$ cat config.mk
export PLATFORM = sky130hd
export DESIGN_NAME = random_replacement_size_budget_cache_unit
export DESIGN_NICKNAME = d
export VERILOG_FILES = /design/src/design/rrsbc_pkg.sv /design/src/design/rrsbc_mod_unit.sv /design/src/design/random_replacement_size_budget_cache_unit.sv
export SDC_FILE = /design/constraint.sdc
export NUM_CORES = 2
export LEC_CHECK = 0
export BUFFER_PORTS_ARGS = -buffer_cell sky130_fd_sc_hd__buf_2
export CORE_MARGIN = 2
export CORE_UTILIZATION = 31
export CTS_BUF_LIST = sky130_fd_sc_hd__clkbuf_8 sky130_fd_sc_hd__clkbuf_16
export DETAILED_ROUTE_END_ITERATION = 8
export GPL_TIMING_DRIVEN = 0
export MAX_ROUTING_LAYER = met4
export SYNTH_ARGS = -nofsm -noshare
export SYNTH_HDL_FRONTEND = slang
export SYNTH_SLANG_ARGS = --single-unit
$ cat constraint.sdc
create_clock -name clk -period 15.2 [get_ports clk]
set_input_delay 2.28 -clock clk [delete_from_list [all_inputs] [get_ports clk]]
set_output_delay 2.28 -clock clk [all_outputs]
set_load 0.05 [all_outputs]
$ cat src/design/rrsbc_pkg.sv
// shared types and constants for the random replacement size budget cache
package rrsbc_pkg;

	localparam int ENTRIES_DEF = 32;
	localparam logic [15:0] LFSR_SEED = 16'hACE1;
	localparam logic [23:0] CAP_RESET = 24'hFFFFFF;
	localparam logic [15:0] TALLY_MAX = 16'hFFFF;

	localparam logic [1:0] ACT_LOOKUP = 2'd0;
	localparam logic [1:0] ACT_INSERT = 2'd1;
	localparam logic [1:0] ACT_DELETE = 2'd2;
	localparam logic [1:0] ACT_CLEAR  = 2'd3;

	localparam logic [2:0] KIND_LOOKUP = 3'd0;
	localparam logic [2:0] KIND_EVICT  = 3'd1;
	localparam logic [2:0] KIND_INSERT = 3'd2;
	localparam logic [2:0] KIND_DELETE = 3'd3;
	localparam logic [2:0] KIND_CLEAR  = 3'd4;
	localparam logic [2:0] KIND_ERROR  = 3'd5;

	typedef enum logic [3:0] {
		ST_IDLE,
		ST_SEARCH,
		ST_COMPARE,
		ST_DECIDE,
		ST_EV_CHECK,
		ST_EV_MOD,
		ST_RM_RD,
		ST_RM_CAP,
		ST_SH_RD,
		ST_SH_WR,
		ST_APPEND,
		ST_EMIT
	} state_t;

	typedef struct packed {
		logic start;
		logic [15:0] dividend;
	} mod_req_t;

endpackage

$ cat src/design/rrsbc_mod_unit.sv
// restoring remainder unit, one quotient bit per cycle
module rrsbc_mod_unit #(
	parameter int IDX_W = 6
) (
	input  logic                 clk,
	input  logic                 arst_n,
	input  rrsbc_pkg::mod_req_t  req,
	input  logic [IDX_W-1:0]     divisor,
	output logic                 done,
	output logic [IDX_W-1:0]     remainder
);
	logic [15:0]      quo_q;
	logic [IDX_W-1:0] rem_q;
	logic [4:0]       cnt_q;
	logic             busy_q;
	logic             done_q;
	logic [IDX_W:0]   trial;
	logic [IDX_W:0]   dext;

	assign dext  = {1'b0, divisor};
	assign trial = {rem_q, quo_q[15]};

	always_ff @(posedge clk or negedge arst_n) begin
		if (!arst_n) begin
			busy_q <= 1'b0;
			cnt_q  <= '0;
			done_q <= 1'b0;
		end else begin
			done_q <= 1'b0;
			if (req.start) begin
				busy_q <= 1'b1;
				cnt_q  <= 5'd16;
			end else if (busy_q) begin
				cnt_q <= cnt_q - 5'd1;
				if (cnt_q == 5'd1) begin
					busy_q <= 1'b0;
					done_q <= 1'b1;
				end
			end
		end
	end

	always_ff @(posedge clk) begin
		if (req.start) begin
			quo_q <= req.dividend;
			rem_q <= '0;
		end else if (busy_q) begin
			quo_q <= {quo_q[14:0], 1'b0};
			if (trial >= dext)
				rem_q <= IDX_W'(trial - dext);
			else
				rem_q <= trial[IDX_W-1:0];
		end
	end

	assign done      = done_q;
	assign remainder = rem_q;
endmodule

$ cat src/design/random_replacement_size_budget_cache_unit.sv
// top level: directory memories, sequencer, remainder unit for eviction
// every item first searches the stored entries; deleting a stored key removes it and
// inserting a new key appends it, evicting first while it does not fit; each eviction
// picks a victim with the remainder unit and shifts the later entries down by one
// throughput: one item at a time, in_ready only while idle; a held result stalls the sequencer
// reset: asynchronous active low clears entries, total, counters; capacity to max; seeds lfsr
module random_replacement_size_budget_cache_unit #(
	parameter int ENTRIES = rrsbc_pkg::ENTRIES_DEF
) (
	input  logic        clk,
	input  logic        arst_n,
	input  logic        cfg_we,
	input  logic [23:0] cfg_wdata,
	input  logic        in_valid,
	output logic        in_ready,
	input  logic [1:0]  action,
	input  logic [31:0] video_id,
	input  logic [15:0] segment_id,
	input  logic [15:0] segment_size,
	output logic        out_valid,
	input  logic        out_ready,
	output logic [2:0]  kind,
	output logic        hit,
	output logic [31:0] out_video_id,
	output logic [15:0] out_segment_id,
	output logic [23:0] occupied_size,
	output logic [5:0]  stored_entries,
	output logic [15:0] reads_done,
	output logic [15:0] writes_done,
	output logic        final_item
);
	localparam int IDX_W = $clog2(ENTRIES);
	localparam int CNT_W = $clog2(ENTRIES + 1);

	rrsbc_pkg::state_t state_q, state_d;

	logic [47:0] key_mem [ENTRIES];
	logic [15:0] size_mem [ENTRIES];

	logic [23:0] cap_q;
	logic [CNT_W-1:0] count_q;
	logic [23:0] used_q;
	logic [15:0] lfsr_q;
	logic [15:0] rd_q, wr_q;
	logic [CNT_W-1:0] ptr_q;
	logic        found_q;
	logic        out_valid_q;

	logic [1:0]  act_q;
	logic [47:0] key_q;
	logic [15:0] size_q;
	logic [47:0] rkey_q;
	logic [15:0] rsize_q;
	logic [47:0] victim_q;

	logic [2:0]  o_kind_q;
	logic        o_hit_q;
	logic [47:0] o_key_q;
	logic        o_fin_q;

	// outputs registered at emit
	logic [2:0]  ok_q;
	logic        oh_q, of_q;
	logic [47:0] okey_q;
	logic [23:0] ou_q;
	logic [CNT_W-1:0] oc_q;
	logic [15:0] ord_q, owr_q;

	rrsbc_pkg::mod_req_t mreq;
	logic        mdone;
	logic [CNT_W-1:0] mrem;
	logic [15:0] lfsr_nx;
	logic [CNT_W-1:0] ptr_inc;
	logic        ptr_end;
	logic        shift_end;
	logic        key_match;
	logic        too_big;
	logic        emit_go;
	logic [24:0] need;
	logic        must_evict;
	logic [IDX_W-1:0] rd_idx;

	assign lfsr_nx = {lfsr_q[0] ^ lfsr_q[2] ^ lfsr_q[3] ^ lfsr_q[5], lfsr_q[15:1]};
	assign ptr_inc = ptr_q + CNT_W'(1);
	assign ptr_end = (ptr_q >= count_q);
	assign shift_end = (ptr_inc >= count_q);
	assign key_match = (rkey_q == key_q);
	assign too_big = ({8'd0, size_q} > cap_q);
	assign emit_go = !out_valid_q || out_ready;
	assign need = {1'b0, used_q} + {9'd0, size_q};
	assign must_evict = (count_q != '0) &&
		((need > {1'b0, cap_q}) || (count_q >= CNT_W'(ENTRIES)));

	rrsbc_mod_unit #(.IDX_W(CNT_W)) u_mod (
		.clk(clk), .arst_n(arst_n), .req(mreq), .divisor(count_q),
		.done(mdone), .remainder(mrem)
	);

	always_comb begin
		state_d = state_q;
		case (state_q)
			rrsbc_pkg::ST_IDLE:
				if (in_valid) state_d = rrsbc_pkg::ST_SEARCH;
			rrsbc_pkg::ST_SEARCH:
				state_d = ptr_end ? rrsbc_pkg::ST_DECIDE : rrsbc_pkg::ST_COMPARE;
			rrsbc_pkg::ST_COMPARE:
				state_d = key_match ? rrsbc_pkg::ST_DECIDE : rrsbc_pkg::ST_SEARCH;
			rrsbc_pkg::ST_DECIDE: begin
				if (act_q == rrsbc_pkg::ACT_DELETE && found_q)
					state_d = rrsbc_pkg::ST_RM_RD;
				else if (act_q == rrsbc_pkg::ACT_INSERT && !found_q && !too_big)
					state_d = rrsbc_pkg::ST_EV_CHECK;
				else
					state_d = rrsbc_pkg::ST_EMIT;
			end
			rrsbc_pkg::ST_EV_CHECK:
				state_d = must_evict ? rrsbc_pkg::ST_EV_MOD : rrsbc_pkg::ST_APPEND;
			rrsbc_pkg::ST_EV_MOD:
				if (mdone) state_d = rrsbc_pkg::ST_RM_RD;
			rrsbc_pkg::ST_RM_RD:
				state_d = rrsbc_pkg::ST_RM_CAP;
			rrsbc_pkg::ST_RM_CAP:
				state_d = rrsbc_pkg::ST_SH_RD;
			rrsbc_pkg::ST_SH_RD:
				state_d = shift_end ? rrsbc_pkg::ST_EMIT : rrsbc_pkg::ST_SH_WR;
			rrsbc_pkg::ST_SH_WR:
				state_d = rrsbc_pkg::ST_SH_RD;
			rrsbc_pkg::ST_APPEND:
				state_d = rrsbc_pkg::ST_EMIT;
			rrsbc_pkg::ST_EMIT:
				if (emit_go) state_d = o_fin_q ? rrsbc_pkg::ST_IDLE : rrsbc_pkg::ST_EV_CHECK;
			default: state_d = rrsbc_pkg::ST_IDLE;
		endcase
	end

	always_comb begin
		in_ready = (state_q == rrsbc_pkg::ST_IDLE);
		mreq.start = (state_q == rrsbc_pkg::ST_EV_CHECK) && must_evict;
		mreq.dividend = lfsr_nx;
	end

	// memory port: read at ptr, shift reads ptr+1 and writes it back at ptr
	assign rd_idx = (state_q == rrsbc_pkg::ST_SH_RD) ? ptr_inc[IDX_W-1:0]
		: ptr_q[IDX_W-1:0];

	always_ff @(posedge clk) begin
		rkey_q  <= key_mem[rd_idx];
		rsize_q <= size_mem[rd_idx];
		if (state_q == rrsbc_pkg::ST_APPEND) begin
			key_mem[count_q[IDX_W-1:0]]  <= key_q;
			size_mem[count_q[IDX_W-1:0]] <= size_q;
		end else if (state_q == rrsbc_pkg::ST_SH_WR) begin
			key_mem[ptr_q[IDX_W-1:0]]  <= rkey_q;
			size_mem[ptr_q[IDX_W-1:0]] <= rsize_q;
		end
	end

	always_ff @(posedge clk or negedge arst_n) begin
		if (!arst_n) begin
			state_q <= rrsbc_pkg::ST_IDLE;
			cap_q   <= rrsbc_pkg::CAP_RESET;
			count_q <= '0;
			used_q  <= '0;
			lfsr_q  <= rrsbc_pkg::LFSR_SEED;
			rd_q    <= '0;
			wr_q    <= '0;
			ptr_q   <= '0;
			found_q <= 1'b0;
			out_valid_q <= 1'b0;
		end else begin
			state_q <= state_d;
			if (cfg_we) cap_q <= cfg_wdata;
			if (state_q == rrsbc_pkg::ST_EMIT && emit_go)
				out_valid_q <= 1'b1;
			else if (out_ready)
				out_valid_q <= 1'b0;
			case (state_q)
				rrsbc_pkg::ST_IDLE:
					if (in_valid) begin
						ptr_q   <= '0;
						found_q <= 1'b0;
					end
				rrsbc_pkg::ST_COMPARE: begin
					if (key_match)
						found_q <= 1'b1;
					else
						ptr_q <= ptr_inc;
				end
				rrsbc_pkg::ST_DECIDE: begin
					if (act_q == rrsbc_pkg::ACT_LOOKUP && rd_q != rrsbc_pkg::TALLY_MAX)
						rd_q <= rd_q + 16'd1;
					if (act_q == rrsbc_pkg::ACT_CLEAR) begin
						rd_q <= '0;
						wr_q <= '0;
					end
				end
				rrsbc_pkg::ST_EV_CHECK:
					if (must_evict) lfsr_q <= lfsr_nx;
				rrsbc_pkg::ST_EV_MOD:
					if (mdone) ptr_q <= mrem;
				rrsbc_pkg::ST_RM_CAP:
					used_q <= used_q - {8'd0, rsize_q};
				rrsbc_pkg::ST_SH_RD:
					if (shift_end) begin
						count_q <= count_q - CNT_W'(1);
						if (act_q == rrsbc_pkg::ACT_DELETE && wr_q != rrsbc_pkg::TALLY_MAX)
							wr_q <= wr_q + 16'd1;
					end
				rrsbc_pkg::ST_SH_WR:
					ptr_q <= ptr_inc;
				rrsbc_pkg::ST_APPEND: begin
					count_q <= count_q + CNT_W'(1);
					used_q  <= used_q + {8'd0, size_q};
					if (wr_q != rrsbc_pkg::TALLY_MAX)
						wr_q <= wr_q + 16'd1;
				end
				default: ;
			endcase
		end
	end

	always_ff @(posedge clk) begin
		if (state_q == rrsbc_pkg::ST_IDLE && in_valid) begin
			act_q  <= action;
			key_q  <= {video_id, segment_id};
			size_q <= segment_size;
		end
		if (state_q == rrsbc_pkg::ST_RM_CAP)
			victim_q <= rkey_q;
		case (state_q)
			rrsbc_pkg::ST_DECIDE: begin
				o_key_q <= key_q;
				o_fin_q <= 1'b1;
				case (act_q)
					rrsbc_pkg::ACT_LOOKUP: begin
						o_kind_q <= rrsbc_pkg::KIND_LOOKUP;
						o_hit_q  <= found_q;
					end
					rrsbc_pkg::ACT_CLEAR: begin
						o_kind_q <= rrsbc_pkg::KIND_CLEAR;
						o_hit_q  <= 1'b0;
					end
					rrsbc_pkg::ACT_DELETE: begin
						o_kind_q <= rrsbc_pkg::KIND_ERROR;
						o_hit_q  <= 1'b0;
					end
					default: begin
						o_kind_q <= too_big ? rrsbc_pkg::KIND_ERROR : rrsbc_pkg::KIND_INSERT;
						o_hit_q  <= !too_big && found_q;
					end
				endcase
			end
			rrsbc_pkg::ST_SH_RD:
				if (shift_end) begin
					o_kind_q <= (act_q == rrsbc_pkg::ACT_DELETE) ? rrsbc_pkg::KIND_DELETE
						: rrsbc_pkg::KIND_EVICT;
					o_hit_q  <= (act_q == rrsbc_pkg::ACT_DELETE);
					o_key_q  <= victim_q;
					o_fin_q  <= (act_q == rrsbc_pkg::ACT_DELETE);
				end
			rrsbc_pkg::ST_APPEND: begin
				o_kind_q <= rrsbc_pkg::KIND_INSERT;
				o_hit_q  <= 1'b0;
				o_key_q  <= key_q;
				o_fin_q  <= 1'b1;
			end
			default: ;
		endcase
		if (state_q == rrsbc_pkg::ST_EMIT && emit_go) begin
			ok_q   <= o_kind_q;
			oh_q   <= o_hit_q;
			of_q   <= o_fin_q;
			okey_q <= o_key_q;
			ou_q   <= used_q;
			oc_q   <= count_q;
			ord_q  <= rd_q;
			owr_q  <= wr_q;
		end
	end

	assign out_valid      = out_valid_q;
	assign kind           = ok_q;
	assign hit            = oh_q;
	assign final_item     = of_q;
	assign out_video_id   = okey_q[47:16];
	assign out_segment_id = okey_q[15:0];
	assign occupied_size  = ou_q;
	assign stored_entries = 6'(oc_q);
	assign reads_done     = ord_q;
	assign writes_done    = owr_q;
endmodule
==> results.tsv <==
metric	value	unit
io_pins	212	
final_cell_mix	edfxtp_1 (2346), mux4_2 (608), nand2_1 (427)	
critPathCaptureType	flip-flop	
start_kind	flip-flop	
grt_max_degree	87	
synth_edf_count	2346	
synth_ff_type	edfxtp_1	
die_x	572	um
dr.pass1.iters	6	
syn_to_final_growth	17.2	%
place_congestion	0.846	
min_period	6.78	ns
clock.fmax	147	MHz
netlist_instances	5015	
grt_pass1_wl	379000	um
grt_usage	0.166	
critPathKind	flip-flop to flip-flop	
num_vias	51500	
muxShareOfSynthArea	0.154	
cts_setup_buffers	0	
period_share	0.446	
die_area	327000	sq um
yosysSeqAreaShare	0.750	
hold_violations	0	
setup_viol	0	
synth-simple-area-share	0.0374	
status	completed	
wl	269000	um
synth_fa_ha_area_frac	0.0142	
hp-class	flip-flop to flip-flop	
nets	5792	
start_util	0.311	
cts_sinks	2537	
final.fill_count	29300	
pwr-share-comb	0.339	
synthesis.area	99900	sq um
rsz0062_at_grt	no	
numPortBuffers	210	
pwr-share-clk	0.269	
power.density	198	nW/um^2
maxCapViolCount	0	
netSwitchingPower	7.82	mW
cts-root-buf	clkbuf_16	
swShare	0.336	
first_iter_violations	5500	
cts_resized	0	
wl_per_cell	26.6	um
ir_drop	0.117	mV
yosys_warnings	0	
clkLatencyLatePin	0.92	ns
rows	208	
htreeDepth	4	
antenna_found_initial	13	
ctsLongestPathBuffers	4	
synth_cell_types	72	
hpwl	183000	um
cts_tree	yes	
cp_max_fo	16	
core	321000	sq um
synthesis.nets	5221	
worstPathArrival	7.17	ns
p_leak	38.4	nW
synth_compound_area_frac	0.0206	
layout_commonest_cell	edfxtp_1	
p_seq_frac	0.393	
ant_nets	0	
synth-seq-cells	2537	
p_int	15.4	mW
die_y	572	um
drv_slew	0	
setup-tns-final	0	ns
slew_headroom	0.0199	
avgSynthCellArea	19.9	sq um
clock_skew	0.104	ns
synth_top_family_by_area	multiplexers	
grt_pass1_vias	51500	
drc	0	
path_clk_slew	0.06	ns
final_layout_size_suffix_gt1_frac	0.276	
cts_buffers	248	
overflow	0	
cts-hold-fix-buffers	0	
crit_required	15.59	ns
viasPerCell	5.10	
worstMarginPinSlew	1.47	ns
synthArstFlopShare	0.0477	
synth-xor-area-share	0.0123	
final_util	0.365	
## flip-flops by register name, summed over array words and instances, names as in the netlist, 16 cells and up
register,cells
key_mem,1536
size_q,16
key_q,48
wr_q,16
reads_done,16
used_q,24
lfsr_q,16
rd_q,16
cap_q,24
okey_q,48
o_key_q,48
occupied_size,24
rkey_q,48
u_mod.quo_q,16
writes_done,16
victim_q,48
rsize_q,16
size_mem,512
## power by group through the flow
stage / combinational, mW / sequential [mW] / clock, mW
3_5_place_dp: 7.90 / 9.27 / 0
4_1_cts: 7.94 / 9.14 / 6.33
5_1_grt: 8.44 / 9.18 / 6.59
3_3_place_gp: 7.64 / 9.35 / 0
6_report: 7.87 / 9.13 / 6.24
2_1_floorplan: 5.00 / 9.27 / 0
## synthesized netlist by cell type (5+ instances only)
cell / count / area share
edfxtp_1: 2346 / 0.70
mux4_2: 608 / 0.14
nand2_1: 427 / 0.016
mux2_2: 146 / 0.016
nor2_1: 146 / 0.0055
clkbuf_1: 123 / 0.0046
nand3_1: 108 / 0.0054
ha_1: 107 / 0.013
a21oi_1: 101 / 0.0051
o21ai_0: 91 / 0.0046
dfrtp_1: 89 / 0.022
xor2_1: 79 / 0.0069
dfxtp_1: 70 / 0.014
inv_1: 65 / 0.0024
xnor2_1: 59 / 0.0052
buf_2: 53 / 0.0027
dfstp_2: 32 / 0.0084
a21o_1: 29 / 0.0022
buf_1: 28 / 0.0011
nor3_1: 26 / 0.0013
nor4_1: 20 / 0.0013
o21ai_1: 19 / 0.00095
and3_1: 18 / 0.0011
buf_4: 17 / 0.0013
nand2b_1: 17 / 0.0011
nand4_1: 14 / 0.00088
o21a_1: 14 / 0.0011
a211oi_1: 12 / 0.00090
or3_1: 12 / 0.00075
nor2b_1: 11 / 0.00069
o31ai_1: 10 / 0.00075
or2_2: 10 / 0.00063
a31oi_1: 9 / 0.00056
and2_1: 8 / 0.00050
o21bai_1: 8 / 0.00060
or4_1: 8 / 0.00060
nand3b_1: 7 / 0.00053
o211a_1: 5 / 0.00050
o22ai_1: 5 / 0.00031
## cell families (layout without fill, tap and decap cells)
| group | Yosys count | count (layout) |
|---|---|---|
| flops | 2537 | 2537 |
| simple gates | 844 | 844 |
| mux | 756 | 756 |
| compound gates | 340 | 340 |
| buf+inv | 288 | 1065 |
| xor+xnor | 139 | 139 |
| fa+ha+maj | 111 | 111 |
| other cells | 0 | 5 |
## layer usage
metal	GRT usage	up-vias	routed length, um
met5	-	-	0
met4	0.0417	0	7050
met3	0.0323	368	21900
met2	0.260	2131	127000
met1	0.223	27600	113000
li1	-	21400	-
## worst paths after layout
| path | from | endpoint | slack (ns) | cells past startpoint |
|---|---|---|---|---|
| max | used_q[0] | u_mod.quo_q[9] | 8.42 | 23 |
| min | o_key_q[46] | okey_q[46] | 0.42 | 0 |
| max reg2reg | used_q[0] | u_mod.quo_q[9] | 8.42 | 23 |
| min reg2reg | o_key_q[46] | okey_q[46] | 0.42 | 0 |
| max in group asynchronous | arst_n | lfsr_q[13] | 13.02 | 2 |
| min in group asynchronous | arst_n | used_q[23] | 1.33 | 1 |
## metrics by stage
| step | setup WS (ns) | hold slack (ns) | area [sq um] | cells | total power [mW] |
|---|---|---|---|---|---|
| final | 8.42 | 0.420 | 117000 | 10100 | 23.2 |
| after global routing | 7.94 | 0.430 | 117000 | 10100 | 24.2 |
| after CTS | 8.39 | 0.420 | 117000 | 10100 | 23.4 |
| after detailed placement | 8.49 | 0.405 | 109000 | 9641 | 17.2 |
| after global placement | 1.80 | 0.406 | 106000 | 9530 | 17.0 |
| after floorplan | 7.08 | 0.400 | 99900 | 5015 | 14.3 |
## final cells by class
| type | count | area, sq um | area share |
|---|---|---|---|
| Clock inverter | 188 | 1720 | 0.0147 |
| Antenna cell | 5 | 12.5 | 0.000107 |
| Timing Repair Buffer | 321 | 3280 | 0.0280 |
| Tap cell | 4305 | 5390 | 0.0460 |
| Sequential cell | 2537 | 74900 | 0.640 |
| Inverter | 66 | 248 | 0.00211 |
| Buffer | 222 | 973 | 0.00831 |
| Clock buffer | 268 | 6520 | 0.0556 |
| Multi-Input combinational cell | 2190 | 24100 | 0.206 |
## critical path, cell delays in order, from the launching register on
cell and delay (ns):
dfrtp_1 0.49, ha_1 0.24, inv_1 0.07, fa_1 0.41
nor2b_1 0.13, o21a_1 0.13, o21ai_0 0.15, a211oi_1 0.45
o211ai_1 0.20, a21oi_1 0.38, and3_1 0.23, xor2_1 0.17
ha_1 0.27, a21o_1 0.16, a21o_1 0.17, a21oi_1 0.16
o21ai_0 0.10, a21oi_1 0.14, o21ai_0 0.25, o21bai_1 0.32
clkbuf_1 0.45, clkbuf_1 0.41, buf_2 0.32, nand2_1 0.49
No activity file was read; power rests on OpenSTA's default activity.
